==> src/design/mcc_pkg.sv <==
// Package: shared constants and types for the multichannel convolution layer.
package mcc_pkg;
   localparam int IMG_W_DEF       = 32;
   localparam int IMG_H_DEF       = 32;
   localparam int KERNEL_DEF      = 5;
   localparam int CHANNELS_DEF    = 3;
   localparam int NUM_FILTERS_DEF = 32;
   localparam int PIX_W           = 16;
   localparam int WGT_W           = 16;
   localparam int BIAS_W          = 32;
   localparam int ACC_W           = 64;
   localparam int OUT_W           = 32;
   localparam logic [4:0] SHIFT_RESET = 5'd14;

   typedef enum logic [1:0] {
      CMD_WEIGHT = 2'd0,
      CMD_BIAS   = 2'd1,
      CMD_PIXEL  = 2'd2,
      CMD_NONE   = 2'd3
   } cmd_type;

   typedef struct packed {
      logic [1:0]        cmd;
      logic [4:0]        filter_idx;
      logic [1:0]        chan_idx;
      logic [2:0]        tap_row;
      logic [2:0]        tap_col;
      logic signed [15:0] weight_value;
      logic signed [31:0] bias_value;
      logic signed [15:0] pix_c0;
      logic signed [15:0] pix_c1;
      logic signed [15:0] pix_c2;
   } req_type;

   typedef struct packed {
      logic [4:0]         out_filter;
      logic [4:0]         out_row;
      logic [4:0]         out_col;
      logic signed [31:0] conv_value;
      logic               last_filter;
      logic               last_of_image;
   } rsp_type;

   // control handed to the multiply-accumulate unit with each product
   typedef struct packed {
      logic valid;
      logic first;
      logic last;
   } mac_ctl_type;
endpackage

==> src/design/mcc_mac.sv <==
// Multiply-accumulate unit: registered product, then 64-bit accumulation.
module mcc_mac (
   input  logic                              clock,
   input  logic                              reset,
   input  mcc_pkg::mac_ctl_type              ctl,
   input  logic signed [mcc_pkg::PIX_W-1:0]  pix,
   input  logic signed [mcc_pkg::WGT_W-1:0]  wgt,
   input  logic signed [mcc_pkg::BIAS_W-1:0] bias,
   output logic                              done,
   output logic signed [mcc_pkg::ACC_W-1:0]  acc
);
   import mcc_pkg::*;
   mac_ctl_type              ctl_ff;
   logic signed [31:0]       prod_ff;
   logic signed [BIAS_W-1:0] bias_ff;
   logic signed [ACC_W-1:0]  acc_ff;
   logic                     done_ff;

   always_ff @(posedge clock) begin
      if (reset) begin
         ctl_ff  <= '0;
         done_ff <= 1'b0;
      end else begin
         ctl_ff  <= ctl;
         done_ff <= ctl_ff.valid & ctl_ff.last;
      end
      prod_ff <= pix * wgt;
      bias_ff <= bias;
      if (ctl_ff.valid) begin
         if (ctl_ff.first) begin
            acc_ff <= ACC_W'(bias_ff) + ACC_W'(prod_ff);
         end else begin
            acc_ff <= acc_ff + ACC_W'(prod_ff);
         end
      end
   end
   assign done = done_ff;
   assign acc  = acc_ff;
endmodule

==> config.mk <==
export PLATFORM = sky130hd
export DESIGN_NAME = mcc_mac
export DESIGN_NICKNAME = d
export VERILOG_FILES = /design/src/design/mcc_pkg.sv /design/src/design/mcc_mac.sv
export SDC_FILE = /design/constraint.sdc
export NUM_CORES = 1
export LEC_CHECK = 0
export BUFFER_PORTS_ARGS = -buffer_cell sky130_fd_sc_hd__buf_2
export CAP_MARGIN = 15
export CORE_MARGIN = 5
export CORE_UTILIZATION = 60
export CTS_BUF_LIST = sky130_fd_sc_hd__clkbuf_16
export DETAILED_ROUTE_END_ITERATION = 10
export MAX_ROUTING_LAYER = met4
export PLACE_DENSITY = 0.89
export SLEW_MARGIN = 20
export SYNTH_ARGS = -nofsm -noshare
export SYNTH_HDL_FRONTEND = slang
export SYNTH_SLANG_ARGS = --single-unit
==> constraint.sdc <==
create_clock -name clock -period 17.2 [get_ports clock]
set_input_delay 1.72 -clock clock [delete_from_list [all_inputs] [get_ports clock]]
set_output_delay 1.72 -clock clock [all_outputs]
set_load 0.005 [all_outputs]
After elaboration in Yosys (flattened, before gate mapping)

Cells that the tools add are included.

$add $sub $neg: 2
Div/mod/pow operators: 0
Equal/unequal tests: 0
Multiplexer cells: 1
Multipliers: 1
Bitwise logic cells: 1
Shift-type cells: 0
Reductions and logical operators: 0
Magnitude comparators: 0

Operators by type and width:

| cell           | number |
|---|---|
| $add 64x32->64 | 1 |
| $mux 64        | 1 |
| $add 32x32->33 | 1 |
| $mul 16x16->32 | 1 |
| $and 1x1->1    | 1 |

Word-level logic and storage cells: 12
Bits in writable memories: 0
Memories: 0
Memory bits (read-only): 0
Output and inout bits: 65
Flip-flop bits (word level): 132
Bits in latches: 0

Depth between registers and ports, before layout

Word-level depth: 2
Gate-level depth with buffers: 26
Gate-level depth less buffers: 24

Least setup slack after synthesis

No wires, ideal clock.

Path type: input to register
Start: input pix[8] (netlist name)
End: register prod_ff[30]
Data arrival time: 7.263 ns
Setup time: 0.072 ns
Cell stages on the path: 22
Slack: 9.865 ns
Required time: 17.128 ns
Cell sequence: clkbuf_1 > nand2_1 > fa_1 > inv_1 > fa_1 > fa_1 > fa_1 > fa_1 > inv_1 > fa_1 > inv_1 > ha_1 > a21o_1 > a21o_1 > a221o_1 > nor2_1 > o211ai_1 > a41oi_1 > a21oi_1 > a21o_1 > a21oi_1 > xnor2_1

Longest elaborated chain between the ends: 1

Ends and longest elaborated chain:

| item                   | RTL line      | text |
|---|---|---|
| start: declaration     | mcc_mac.sv:6  | `input logic signed [mcc_pkg::PIX_W-1:0] pix,` |
| $mul 16x16->32         | mcc_mac.sv:27 | `prod_ff <= pix * wgt;` |
| end signal: assignment | mcc_mac.sv:27 |  |
| end: declaration       | mcc_mac.sv:14 | `logic signed [31:0] prod_ff;` |

No other way between the ends.
A chain may end at the register's enable or synchronous reset.

Worst setup path after layout

Start: input pix[5] (netlist name)
End: register prod_ff[30]

Same word-level chain as after synthesis.

==> impl_metrics.yaml <==
hold_path:
  hp-start: "ctl_ff[0]$_SDFF_PP0_"
  min_path_type: "reg -> reg"
sta:
  hold_viol_final: 0
  finalSetupViolCount: 0
  tightest_slew_ns: 0.9196
  max-slew-margin-rel: 0.3828
  rsz0062_at_grt: "no"
  period_share: 0.4376
  setup-tns-final_ns: 0
  fin_worst_skew_ns: 0.01149
  drv_slew: 0
  min_period_ns: 7.527
  clock.fmax_ghz: 0.1328
setup_path:
  worstPathArrival_ns: 7.89
  cp-end-kind: "flip-flop"
  start_kind: "input port"
  reg2reg_from: "acc[0]$_DFFE_PP_"
  path_max_fanout: 16
  crit_type: "in -> reg"
  worstPathRequired_ns: 17.56
  critPathLaunch: "pix[5]"
floorplan:
  rows: 65
  start_util: 0.6037
  die_h_um: 187.7
  dieArea_um2: 35240
  fp.coreArea_um2: 31390
  floorplan.die.width_um: 187.7
  boundaryPins: 134
layout:
  area_growth_pct: 8.042
  final_nets: 2684
  final_common_cell: "inv_1"
  most-common-layout-cells: "inv_1, fa_1, nand2_1, ha_1, and2_1"
  nFillCells: 2540
  diodes: 0
  drive_gt1_frac: 0.08871
routing:
  via_per_inst: 5.812
  first_pass_iters: 5
  wirelength_um: 46650
  drc: 0
  wl_per_cell_um: 18.02
  ant_nets: 0
  initialDrtViolationCount: 1148
  vias: 15050
synth:
  synth_warnings: 0
  postSynthCellCount: 2087
  synth_edf_count: 64
  synth_ff_type: "dfxtp_1"
  netlist_area_um2: 18950
  synthArstFlopShare: 0
  synth_cell_types: 79
  avgSynthCellArea_um2: 9.080
  yosysSeqAreaShare: 0.1732
  ys_seq_elements: 132
  syn_nets: 2597
grt:
  grt_max_degree: 71
  antenna_found_initial: 0
  grt.total_usage: 0.2757
  grt_remaining_overflow: 0
  grt_pass1_vias: 15580
  grt_pass1_wl_um: 77590
placed_design:
  place_congestion: 0.9534
  port_buffers: 133
  hpwl_um: 38650
outcome:
  status: "finished, final reports clean"
cts:
  cts.sinks: 132
  ctsResizeCount: 0
  cts_made_buffers: 17
  clock_path_buffers: 2
  cts_root_buf: "clkbuf_16"
  cts_setup_buffers: 0
  holdBufCountCts: 0
  clk-insertion-delay-late_ns: 0.43
  cts.clk_slew.worst_paths_ns: 0.06
  cts_tree: "yes"
  cts-htree-levels: 4
job:
  cap_violations: 0
[cell type report]
type	instances	area, um2	share of cell area
Timing Repair Buffer	138	703.2	0.03434
Sequential cell	132	3286	0.1605
Multi-Input combinational cell	1571	14200	0.6936
Inverter	314	1179	0.05757
Tap cell	402	503.0	0.02457
Clock buffer	20	500.5	0.02444
Clock inverter	12	102.6	0.005011
[synthesized netlist by cell type, drive strengths merged (6+ instances only)]
| library cell | number | area share |
|---|---|---|
| xor2 | 37 | 0.017 |
| xnor2 | 82 | 0.038 |
| nand2 | 214 | 0.042 |
| a21oi | 131 | 0.035 |
| a31oi | 11 | 0.0036 |
| fa | 264 | 0.28 |
| ha | 177 | 0.12 |
| dfxtp | 68 | 0.072 |
| inv | 314 | 0.062 |
| a21o | 57 | 0.023 |
| o21a | 19 | 0.0075 |
| edfxtp | 64 | 0.10 |
| clkbuf | 56 | 0.011 |
| o21ai | 106 | 0.028 |
| nand4 | 21 | 0.0069 |
| nand3 | 27 | 0.0071 |
| nand2b | 15 | 0.0050 |
| a21boi | 7 | 0.0028 |
| and2 | 136 | 0.045 |
| o31a | 6 | 0.0028 |
| o21bai | 18 | 0.0073 |
| nor2b | 12 | 0.0040 |
| o31ai | 7 | 0.0030 |
| o211ai | 16 | 0.0066 |
| or3 | 6 | 0.0020 |
| nor2 | 85 | 0.017 |
| buf | 14 | 0.0040 |
| a211oi | 14 | 0.0062 |
| and3 | 10 | 0.0033 |
| a41oi | 6 | 0.0028 |
| nor3 | 19 | 0.0050 |
[registers in the layout, summed over array words and instances (netlist names)]
| signal | flops |
|---|---|
| ctl_ff | 3 |
| prod_ff | 32 |
| bias_ff | 32 |
| done | 1 |
| acc | 64 |
[per-stage QoR]
stage               utilization  cell area [um2]  hold WS [ns]  worst slack [ns]  instances
global placement         0.6330            19870        0.3989             9.381       2557
floorplan                     -            18950        0.3952             9.865       2087
global route             0.6522            20470        0.4601             9.479       2589
detailed placement       0.6330            19870        0.4146             9.307       2557
CTS                      0.6522            20470        0.4230             9.759       2589
finish                   0.6522            20470        0.4177             9.673       2589
[cell families after synthesis]
kind of cell	Yosys count	share of synthesized area
buffers and inverters	384	0.07738
AO/OA/AOI/OAI	432	0.1462
adder cells (fa/ha/maj)	441	0.3957
AND/OR/NAND/NOR	574	0.1497
multiplexers	5	0.002707
flip-flops	132	0.1732
XOR/XNOR	119	0.05500
[final timing paths]
kind                            slack, ns  cells past startpoint                  end
worst max register to register      13.19                     13    acc[60]$_DFFE_PP_
worst min register to register       0.42                      2      done$_SDFF_PP0_
worst min-delay path                 0.42                      2      done$_SDFF_PP0_
worst max-delay path                 9.67                     23  prod_ff[30]$_DFF_P_
[critical path: stages]
cell      delay [ns]
buf_2           0.18
and2_1          0.20
fa_1            0.53
inv_1           0.06
fa_1            0.53
inv_1           0.05
fa_1            0.52
fa_1            0.53
fa_1            0.56
inv_1           0.06
fa_1            0.52
inv_1           0.04
ha_1            0.36
a21o_1          0.20
a21o_1          0.17
a221o_1         0.32
nor2_1          0.11
o211ai_1        0.15
a41oi_1         0.39
a21oi_1         0.16
a21o_1          0.21
a21oi_1         0.16
xnor2_1         0.13
[layer usage]
metal | GRT usage | share of wire | vias up
met4 | 0.07453 | 0.022 | 0
li1 | - | - | 7073
met2 | 0.4551 | 0.48 | 590
met1 | 0.3634 | 0.43 | 7305
met3 | 0.03518 | 0.067 | 79
met5 | - | 0 | -
Power is left out: the tool's default activity adds up to more than one toggle a clock period on the data nets, which glitch-free logic cannot reach.
