$ cat src/design/mcc_pkg.sv
// Package: shared constants and types for the multichannel convolution layer.
package mcc_pkg;
   localparam int IMG_W_DEF       = 32;
   localparam int IMG_H_DEF       = 32;
   localparam int KERNEL_DEF      = 5;
   localparam int CHANNELS_DEF    = 3;
   localparam int NUM_FILTERS_DEF = 32;
   localparam int PIX_W           = 16;
   localparam int WGT_W           = 16;
   localparam int BIAS_W          = 32;
   localparam int ACC_W           = 64;
   localparam int OUT_W           = 32;
   localparam logic [4:0] SHIFT_RESET = 5'd14;

   typedef enum logic [1:0] {
      CMD_WEIGHT = 2'd0,
      CMD_BIAS   = 2'd1,
      CMD_PIXEL  = 2'd2,
      CMD_NONE   = 2'd3
   } cmd_type;

   typedef struct packed {
      logic [1:0]        cmd;
      logic [4:0]        filter_idx;
      logic [1:0]        chan_idx;
      logic [2:0]        tap_row;
      logic [2:0]        tap_col;
      logic signed [15:0] weight_value;
      logic signed [31:0] bias_value;
      logic signed [15:0] pix_c0;
      logic signed [15:0] pix_c1;
      logic signed [15:0] pix_c2;
   } req_type;

   typedef struct packed {
      logic [4:0]         out_filter;
      logic [4:0]         out_row;
      logic [4:0]         out_col;
      logic signed [31:0] conv_value;
      logic               last_filter;
      logic               last_of_image;
   } rsp_type;

   // control handed to the multiply-accumulate unit with each product
   typedef struct packed {
      logic valid;
      logic first;
      logic last;
   } mac_ctl_type;
endpackage

$ cat src/design/mcc_cell.sv
// Window cell: one tap of the shift window, feeds its left-hand neighbor.
module mcc_cell #(
   parameter int CHANNELS = 3
) (
   input  logic                              clock,
   input  logic                              reset,
   input  logic                              shift,
   input  logic [CHANNELS*mcc_pkg::PIX_W-1:0] in_data,
   output logic [CHANNELS*mcc_pkg::PIX_W-1:0] out_data
);
   import mcc_pkg::*;
   logic [CHANNELS*PIX_W-1:0] tap_ff;

   always_ff @(posedge clock) begin
      if (reset) begin
         tap_ff <= '0;
      end else if (shift) begin
         tap_ff <= in_data;
      end
   end
   assign out_data = tap_ff;
endmodule

$ cat config.mk
export PLATFORM = sky130hd
export DESIGN_NAME = mcc_cell
export DESIGN_NICKNAME = d
export VERILOG_FILES = /design/src/design/mcc_pkg.sv /design/src/design/mcc_cell.sv
export SDC_FILE = /design/constraint.sdc
export NUM_CORES = 1
export LEC_CHECK = 0
export ABC_AREA = 1
export BUFFER_PORTS_ARGS = -buffer_cell sky130_fd_sc_hd__buf_2
export CORE_MARGIN = 2
export CORE_UTILIZATION = 48
export DETAILED_ROUTE_END_ITERATION = 8
export PLACE_DENSITY = 0.83
export SETUP_SLACK_MARGIN = 0.4
export SYNTH_ARGS = -nofsm -noshare
export SYNTH_HDL_FRONTEND = slang
export SYNTH_SLANG_ARGS = --single-unit
$ cat constraint.sdc
create_clock -name clock -period 1.63 [get_ports clock]
set_input_delay 0.0815 -clock clock [delete_from_list [all_inputs] [get_ports clock]]
set_output_delay 0.0815 -clock clock [all_outputs]
set_load 0.02 [all_outputs]
# Yosys cells after proc, flatten, opt, wreduce, memory -nomap -nowiden
# Index checks and enable logic that the tools add are counted.
dict set report word_totals {
  register_bits 48
  in_bits 51
  output_inout_bits 48
}

# Logic depth before layout (Yosys ltp)
# Gate-level depths: netlist (run 1).
dict set report logic_depth {
  depth_word 0
  mapped_depth 5
  mapped_depth_nobuf 4
}

# Worst setup path after synthesis (run 1)
# OpenSTA, ideal clock, no wires.
dict set report synth_timing {
  path_kind {in2reg}
  from {input port shift}
  to {register tap_ff[10], in the netlist out_data[10]}
  setup_ns 0.113
  t_arrival_ns 0.599
  setup_slack_ns 0.918
  cell_stages 5
  cell_sequence {buf_2 buf_6 buf_6 nor2_1 nor2_1}
}
# item line_no
set synth_lines {}
lappend synth_lines {{start: declaration} mcc_cell.sv:7} ;# input logic shift,
lappend synth_lines {{end signal: assignment} mcc_cell.sv:18} ;# tap_ff <= in_data;
lappend synth_lines {{end: declaration} mcc_cell.sv:12} ;# logic [CHANNELS*PIX_W-1:0] tap_ff;

# Worst setup path after layout (run 1)
dict set report layout_timing {
  from {register tap_ff[11], in the netlist out_data[11]}
  to {output port out_data[11] in the netlist's numbering}
}
# item line_no
set layout_lines {}
lappend layout_lines {{end: declaration} mcc_cell.sv:9} ;# output logic [CHANNELS*mcc_pkg::PIX_W-1:0] out_data
# No word-level cell between the ends.

==> run_results.csv, run 1 <==
group,metric,value,unit
global_routing,grt_max_degree,97,
timing,fin_setup_tns,0,ns
placement,hpwl,2630,um
finish,num_antenna_cells,0,
cts,h-tree-depth,2,
timing,hold_viol_final,0,
floorplan,die_h,68.2,um
logic_synthesis,synthArstFlopShare,0,
cts,postCtsSetupRepairBufs,0,
timing,clock_skew,0,ns
finish,post-route-cell-area,0.00254,mm2
setup_path,cp_top_family,"flip-flops",
logic_synthesis,syn_nets,356,
logic_synthesis,synth_seq_cells,48,
cts,clk_path_buf_depth,2,
placement,dpl-instance-area,0.00245,mm2
floorplan,dieArea,0.00465,mm2
drt,routed_wl,3790,um
timing,slew_headroom,0.694,
setup_path,max_stage_delay,0.36,ns
global_routing,grt_pass1_wl,5910,um
logic_synthesis,synth_area_per_cell,6.48,um2
logic_synthesis,synth-compound-area-share,0,
cts,cts_tree,"yes",
global_routing,grt_pass1_vias,1515,
drt,drtPass1Iterations,4,
min_path,min_path_type,"in2reg",
logic_synthesis,ys_seq_area_frac,0.486,
logic_synthesis,synth_warnings,0,
status,status,"finished clean",
finish,syn2layout_area_growth,28.4,%
logic_synthesis,synthMuxAreaShare,0,
logic_synthesis,synth_top_family_by_area,"simple AND/OR/NAND/NOR gates",
floorplan,core,0.00397,mm2
pwr,total_leakage_power,1.60,nW
timing,worst_pin_slew,0.459,ns
finish,largest_reg_flops,48,
cts,clk_root_buffer_cell,"clkbuf_8",
setup_path,crit_chain,"buf_2",
cts,clk_latency,0.29,ns
cts,cts_buffers,5,
job,maxCapViolations,0,
timing,finalSetupViolations,0,
pwr,ir_drop,0.534,mV
logic_synthesis,synth.top_cells.by_area,"dfxtp_1 (49%), nand2_1 (18%), nor2_1 (18%)",
logic_synthesis,yosys-top-cells-count,"nand2_1 (96), nor2_1 (96), inv_1 (49)",
logic_synthesis,postSynthCellCount,305,
global_routing,overflow,0,
finish,drive_above_1_share,0.272,
logic_synthesis,synth_top_area_frac,0.486,
drt,remaining_drc_errors,0,
global_routing,antenna_found_initial,0,
placement,port_buffers,98,
floorplan,initial_utilization,0.498,
placement,gp_congestion,0.668,
logic_synthesis,synth_edf_count,0,
cts,hold_buffers,0,
floorplan,pin_count,99,
timing,rsz0062_at_grt,"no",
logic_synthesis,synthSimpleGateAreaFrac,0.365,
setup_path,cp.required,1.55,ns
logic_synthesis,synth_cell_types,8,
setup_path,critPathLaunchType,"flip-flop",
setup_path,crit_arrival,0.82,ns
cts,clk_pin_slew,0.08,ns
drt,drt_iter0_markers,112,
setup_path,crit_path_end_kind,"output port",
pwr,powerDensity,964,mW/mm2
logic_synthesis,synth_ff_type,"dfxtp_1",
drt,vias_per_cell,4.16,
setup_path,worst_path_max_delay_cell,"dfxtp_1",
timing,finalCritPeriodShare,0.554,
timing,max_freq,1110,MHz
logic_synthesis,synth_area,0.00198,mm2
logic_synthesis,synth_xor_area_frac,0,
timing,min_period,0.903,ns
cts,clock-sinks,48,
drt,final_antenna_net_count,0,
logic_synthesis,yosys.area.top_type,"dfxtp_1",
timing,slew_violations,0,
global_routing,track_usage,0.169,
drt,num_vias,1860,
setup_path,cp_max_fo,2,
cts,cts_resized,0,
floorplan,rows,23,
setup_path,crit_buf_inv,1,
floorplan,fp.dieW,68.2,um
drt,wire_per_inst,8.47,um
setup_path,path_class,"reg2out",
logic_synthesis,synthAdderAreaFrac,0,
finish,nFillCells,400,
finish,nNetsFinal,447,
==> report_power, final <==
part | switching (W) | leakage (nW) | internal [W] | total (W)
clock network | 0.000371 | 0.0510 | 0.000339 | 0.000710
logic | 0.000273 | 1.15 | 0.000171 | 0.000444
registers | 0.0000397 | 0.399 | 0.00125 | 0.00129
total | 0.000683 | 1.60 | 0.00176 | 0.00245
==> cell usage in the layout (no fill, tap or decap) <==
master	Yosys	layout
buf_2	8	98
nor2_1	96	96
nand2_1	96	96
inv_1	49	49
dfxtp_1	48	48
clkbuf_8	0	6
clkinv_2	0	2
buf_4	1	1
buf_12	0	1
==> per-layer routing <==
layer	part of all wire	wire length, um	track usage	vias to the layer above
met5	0	0	0	-
met2	0.43	1640	0.278	66
met4	0.015	57	0.0675	0
met1	0.45	1710	0.194	755
met3	0.10	384	0.0674	7
li1	-	-	-	1032
==> through the flow <==
stage	power, W	setup slack [ns]	utilization	hold slack [ns]	instances
floorplan	0.00162	0.918	-	0.270	305
global placement	0.00176	0.750	0.616	0.361	439
detailed placement	0.00177	0.716	0.616	0.370	439
CTS	0.00248	0.720	0.639	0.0562	447
global route	0.00260	0.681	0.639	0.0570	447
finish	0.00245	0.727	0.639	0.0660	447
==> path summary, 6_finish.rpt <==
path / startpoint / to / slack (ns) / cells after the start
worst min register to register: out_data[20] / out_data[20] / 0.47 / 2
worst min-delay path: in_data[13] / out_data[13] / 0.07 / 5
worst max register to register: out_data[44] / out_data[44] / 1.06 / 2
worst max-delay path: out_data[11] / out_data[11] / 0.73 / 1
==> final cells by class <==
| cell class | instances | area (um2) | share of cell area |
|---|---|---|---|
| clock buffer | 6 | 82.6 | 0.0325 |
| multi-input combinational | 192 | 721 | 0.284 |
| inverter | 49 | 184 | 0.0724 |
| tap | 50 | 62.6 | 0.0246 |
| sequential | 48 | 961 | 0.379 |
| clock inverter | 2 | 10.0 | 0.00394 |
| timing repair buffer | 100 | 518 | 0.204 |
==> cells by family (layout without fill, tap and decap cells) <==
| group | Yosys count | after routing |
|---|---|---|
| buf+inv | 65 | 157 |
| flops | 48 | 48 |
| simple gates | 192 | 192 |
==> worst register-to-register path, delay by kind of cell, from the launching register on <==
kind	cells	cell delay [ns]
DFF	1	0.34
and+or+nand+nor	2	0.16
Power figures use the tool's default switching activity.
==> inputs of run 2 (changes only) <==
Settings changed: CORE_UTILIZATION 48 to 41, PLACE_DENSITY 0.83 to 0.76.
Clock period 1.63 ns to 0.8 ns, I/O delays scaled along.
==> run 2 against run 1 <==
The run now ends with negative setup slack left. Critical path depth unchanged. Clock power increased by 110%. Cell count rose by 3.1%. Setup slack got worse by 0.73 ns. Critical path type unchanged. Critical endpoint is now out_data[5]. Largest cell class unchanged. Highest routed layer unchanged.
==> run_results.csv, run 2 (same netlist as run 1, synthesis figures left out) <==
group,metric,value,unit
status,status,"finished, violations left",
status,violations,"negative setup slack",
global_routing,grt_pass1_vias,1715,
timing,finalSetupViolations,3,
finish,nNetsFinal,458,
finish,stdcell_count,461,
setup_path,cp.required,0.76,ns
pwr,p_switching,0.00148,W
setup_path,reg2reg_to,"out_data[35]",
drt,drtPass1Iterations,4,
timing,clock_skew,0,ns
setup_path,path_class,"reg2out",
min_path,holdPathEnd,"out_data[11]",
setup_path,crit_arrival,0.77,ns
timing,finalCritPeriodShare,1.01,
setup_path,r2r_start,"out_data[35]",
pwr,internal_power,0.00399,W
placement,dpl-instance-area,0.00256,mm2
finish,syn2layout_area_growth,57.7,%
pwr,ir_drop,0.792,mV
drt,wire_per_inst,9.93,um
timing,slew_headroom,0.845,
cts,clk_root_buffer_cell,"clkbuf_8",
placement,hpwl,2890,um
floorplan,fp.dieW,73.4,um
cts,clk_path_buf_depth,2,
setup_path,cp.depth,1,
pwr,seq_power_share,0.497,
cts,cts_buffers,5,
drt,remaining_drc_errors,0,
cts,hold_buffers,0,
floorplan,core,0.00469,mm2
timing,setup_ws,-0.00527,ns
cts,cts_tree,"yes",
placement,gp_congestion,0.721,
min_path,min-delay-start,"in_data[11]",
floorplan,initial_utilization,0.421,
finish,fin_util,0.665,
timing,min_period,0.805,ns
global_routing,grt_max_degree,49,
global_routing,track_usage,0.164,
drt,num_vias,1951,
setup_path,r2r_slack,0.02,ns
timing,slew_violations,0,
setup_path,worst_path_max_delay_cell,"dfxtp_2",
setup_path,reg2regPathDepth,4,
global_routing,antenna_found_initial,0,
min_path,min_path_type,"in2reg",
floorplan,dieArea,0.00539,mm2
min_path,min_path_cells,5,
setup_path,crit_path_end_kind,"output port",
drt,dr_wl_met3,327,um
floorplan,die_h,73.4,um
setup_path,max_stage_delay,0.35,ns
finish,num_antenna_cells,0,
global_routing,overflow,0,
drt,met1Wirelength,1920,um
drt,dr_wl_met2,2290,um
finish,largest_reg_flops,48,
cts,clk_latency,0.29,ns
finish,post-route-cell-area,0.00312,mm2
drt,drt_iter0_markers,60,
timing,rsz0062_at_grt,"yes",
pwr,power.share.clock,0.274,
finish,drive_above_1_share,0.462,
setup_path,crit_buf_inv,1,
pwr,total_leakage_power,1.74,nW
drt,vias_per_cell,4.23,
placement,port_buffers,98,
drt,top_layer,"met4",
pwr,switching_share,0.270,
pwr,power.share.combinational,0.229,
setup_path,critPathLaunchType,"flip-flop",
cts,clk_pin_slew,0.08,ns
pwr,powerDensity,1750,mW/mm2
setup_path,cp_top_family,"flip-flops",
job,maxCapViolations,0,
placement,dp.cells,445,
setup_path,cp_max_fo,2,
setup_path,crit_chain,"buf_6",
timing,worst_pin_slew,0.233,ns
timing,max_freq,1240,MHz
floorplan,pin_count,99,
pwr,p_total,0.00547,W
timing,hold_viol_final,0,
drt,routed_wl,4580,um
cts,h-tree-depth,2,
cts,clock-sinks,48,
finish,final_common_cell,"nand2_1",
drt,final_antenna_net_count,0,
finish,final_cell_mix,"nand2_1 (96), nor2_1 (74), buf_6 (52)",
floorplan,rows,25,
global_routing,grt_pass1_wl,6980,um
==> run 2: cell count changes in the layout (fill, tap and decap cells not counted), sizes merged <==
cell,delta
clkbuf,+1
buf,+11
clkinv,-2
==> run 2: how the worst max path moves through the flow <==
stage | from | to | slack, ns
after floorplan | shift | out_data[45] | 0.17
after global placement | reset | out_data[23] | 0.10
after detailed placement | reset | out_data[26] | 0.06
after CTS | out_data[26] | out_data[26] | -0.01
after global routing | out_data[16] | out_data[16] | -0.04
final | out_data[5] | out_data[5] | -0.005
==> run 2: power by group through the flow <==
| stage | Combinational (W) | Sequential [W] | Clock (W) |
|---|---|---|---|
| after detailed placement | 0.000956 | 0.00272 | 0 |
| final | 0.00125 | 0.00272 | 0.00150 |
| after global routing | 0.00138 | 0.00274 | 0.00166 |
| after global placement | 0.000942 | 0.00272 | 0 |
| after CTS | 0.00116 | 0.00271 | 0.00158 |
| after floorplan | 0.000411 | 0.00293 | 0 |
==> run 2: per-stage QoR <==
stage	setup slack [ns]	hold slack [ns]	TNS, ns
final	-0.00527	0.0275	-0.00909
after global routing	-0.0378	0.0211	-1.12
after CTS	-0.0111	0.0165	-0.0707
after detailed placement	0.0609	0.335	0
after global placement	0.103	0.322	0
after floorplan	0.168	0.221	0
==> run 2: area by class of cell <==
class | instances | area (um2)
inverters | 49 | 184
multi-input cells | 192 | 796
repair buffers | 111 | 953
fillers | 402 | 1570
clock buffers | 7 | 96.3
flip-flops and latches | 48 | 1020
well taps | 54 | 67.6
==> run 2: per-layer routing <==
| layer | vias up | GRT usage |
|---|---|---|
| li1 | 1055 | - |
| met3 | 4 | 0.0604 |
| met4 | 0 | 0.0586 |
| met1 | 828 | 0.182 |
| met2 | 64 | 0.287 |
| met5 | - | 0 |
==> run 2: repair_timing <==
item,in CTS,in global routing
buffers inserted,2,7
endpoints found under the setup margin,96,96
gates resized for setup,100,27
pin swaps,39,7
==> inputs of run 3 (changes only) <==
Settings changed: BUFFER_PORTS_ARGS -buffer_cell sky130_fd_sc_hd__buf_2 to default, CORE_UTILIZATION 41 to 55, DONT_BUFFER_PORTS from default to 1, PLACE_DENSITY 0.76 to 0.73, SKIP_LAST_GASP from default to 1.
==> run 3 against run 2 <==
The flow finishes with violations (negative hold slack, negative setup slack). Register-to-register slack gained 0.14 ns. Largest cell class unchanged. Hold slack lost 0.22 ns. Die area decreased by 24%. Total power is 18% lower. Cell count decreased by 25%. Clock-buffer cell count unchanged. Wire length shrank 16%. Via count decreased by 18%. Largest power group unchanged.
==> run_results.csv, run 3 (same netlist as run 1, synthesis figures left out) <==
group,metric,value,unit
status,status,"finished, violations left",
status,violations,"negative hold slack, negative setup slack",
setup_path,crit_buf_inv,1,
drt,remaining_drc_errors,0,
setup_path,critPathLaunchType,"flip-flop",
timing,max_freq,1180,MHz
timing,setup_ws,-0.0500,ns
pwr,power.share.clock,0.262,
placement,port_buffers,0,
global_routing,grt_pass1_wl,5980,um
floorplan,fp.dieW,64.0,um
placement,dpl-instance-area,0.00202,mm2
cts,h-tree-depth,2,
setup_path,crit_path_end_kind,"output port",
global_routing,grt_max_degree,97,
setup_path,worst_path_max_delay_cell,"dfxtp_2",
setup_path,crit_arrival,0.81,ns
global_routing,track_usage,0.188,
finish,syn2layout_area_growth,20.5,%
finish,final_common_cell,"nand2_1",
cts,clk_path_buf_depth,2,
timing,finalCritPeriodShare,1.06,
finish,post-route-cell-area,0.00238,mm2
timing,slew_violations,0,
drt,drt_iter0_markers,110,
setup_path,r2r_start,"out_data[14]",
cts,cts_tree,"yes",
setup_path,cp_max_fo,2,
setup_path,max_stage_delay,0.34,ns
finish,num_antenna_cells,0,
drt,top_layer,"met4",
floorplan,pin_count,99,
finish,final_cell_mix,"nand2_1 (96), nor2_1 (55), inv_1 (49)",
timing,clock_skew,0,ns
pwr,switching_share,0.279,
drt,vias_per_cell,4.65,
pwr,total_leakage_power,1.20,nW
timing,min_period,0.850,ns
drt,num_vias,1603,
setup_path,reg2regPathDepth,2,
cts,cts_buffers,5,
cts,clock-sinks,48,
setup_path,cp.depth,1,
drt,routed_wl,3830,um
global_routing,overflow,0,
timing,rsz0062_at_grt,"yes",
min_path,holdPathEnd,"out_data[31]",
finish,drive_above_1_share,0.331,
setup_path,r2r_slack,0.16,ns
drt,dr_wl_met3,345,um
setup_path,cp.required,0.76,ns
pwr,internal_power,0.00324,W
cts,clk_pin_slew,0.12,ns
timing,slew_headroom,0.902,
drt,met1Wirelength,1490,um
setup_path,crit_chain,"buf_6",
pwr,powerDensity,1890,mW/mm2
pwr,seq_power_share,0.640,
placement,gp_congestion,0.695,
drt,wire_per_inst,11.1,um
min_path,min_path_type,"in2reg",
timing,finalSetupViolations,13,
global_routing,grt_pass1_vias,1424,
floorplan,dieArea,0.00409,mm2
drt,dr_wl_met2,1940,um
floorplan,initial_utilization,0.583,
cts,clk_latency,0.34,ns
setup_path,reg2reg_to,"out_data[14]",
global_routing,antenna_found_initial,0,
setup_path,cp_top_family,"flip-flops",
pwr,power.share.combinational,0.098,
floorplan,rows,21,
finish,largest_reg_flops,48,
min_path,min_path_cells,2,
drt,final_antenna_net_count,0,
timing,hold_slack,-0.189,ns
pwr,p_switching,0.00125,W
floorplan,die_h,64.0,um
setup_path,path_class,"reg2out",
cts,clk_root_buffer_cell,"clkbuf_4",
drt,drtPass1Iterations,4,
timing,hold_viol_final,48,
timing,worst_pin_slew,0.146,ns
finish,nNetsFinal,350,
placement,hpwl,2360,um
job,maxCapViolations,0,
floorplan,core,0.00339,mm2
pwr,ir_drop,1.09,mV
min_path,min-delay-start,"shift",
-- run 3: cell types whose count changed in the layout (fill, tap and decap cells not counted), sizes merged --
cell and delta:
buf -108
-- run 3: timing repair --
action	in CTS	in global routing
setup buffers	0	0
pin swaps	40	2
gates resized for setup	59	46
endpoints found under the setup margin	96	96
hold endpoints to repair	48	48
-- run 3: per-stage QoR --
step / util / setup TNS [ns] / setup WS, ns / instances / power [W]
floorplan: - / 0 / 0.168 / 305 / 0.00334
global placement: 0.595 / 0 / 0.199 / 338 / 0.00333
detailed placement: 0.595 / 0 / 0.169 / 338 / 0.00334
CTS: 0.658 / -0.686 / -0.0678 / 345 / 0.00449
global route: 0.703 / -1.83 / -0.0949 / 345 / 0.00476
finish: 0.703 / -0.119 / -0.0500 / 345 / 0.00450
-- run 3: layout make-up --
cell class / instances / area, um2
inverters: 49 / 184
clock buffers: 7 / 65.1
multi-input cells: 192 / 898
flip-flops and latches: 48 / 1140
well taps: 46 / 57.6
fillers: 291 / 1010
repair buffers: 3 / 38.8
-- run 3: layer usage --
layer	vias to the layer above	track usage
met5	-	0
met4	0	0.0978
met3	5	0.0669
met2	63	0.320
met1	689	0.202
li1	846	-
-- run 3: power groups by stage --
stage	registers, W	clock network, W	logic (W)
2_1_floorplan	0.00293	0	0.000411
3_3_place_gp	0.00296	0	0.000368
3_5_place_dp	0.00296	0	0.000384
4_1_cts	0.00285	0.00125	0.000394
5_1_grt	0.00290	0.00134	0.000525
6_report	0.00288	0.00118	0.000441
-- run 3: worst max path at each step --
stage | slack [ns] | start | to
CTS | -0.07 | out_data[45] | out_data[45]
global route | -0.09 | out_data[45] | out_data[45]
global placement | 0.20 | reset | out_data[17]
detailed placement | 0.17 | out_data[9] | out_data[9]
floorplan | 0.17 | shift | out_data[45]
finish | -0.05 | out_data[45] | out_data[45]
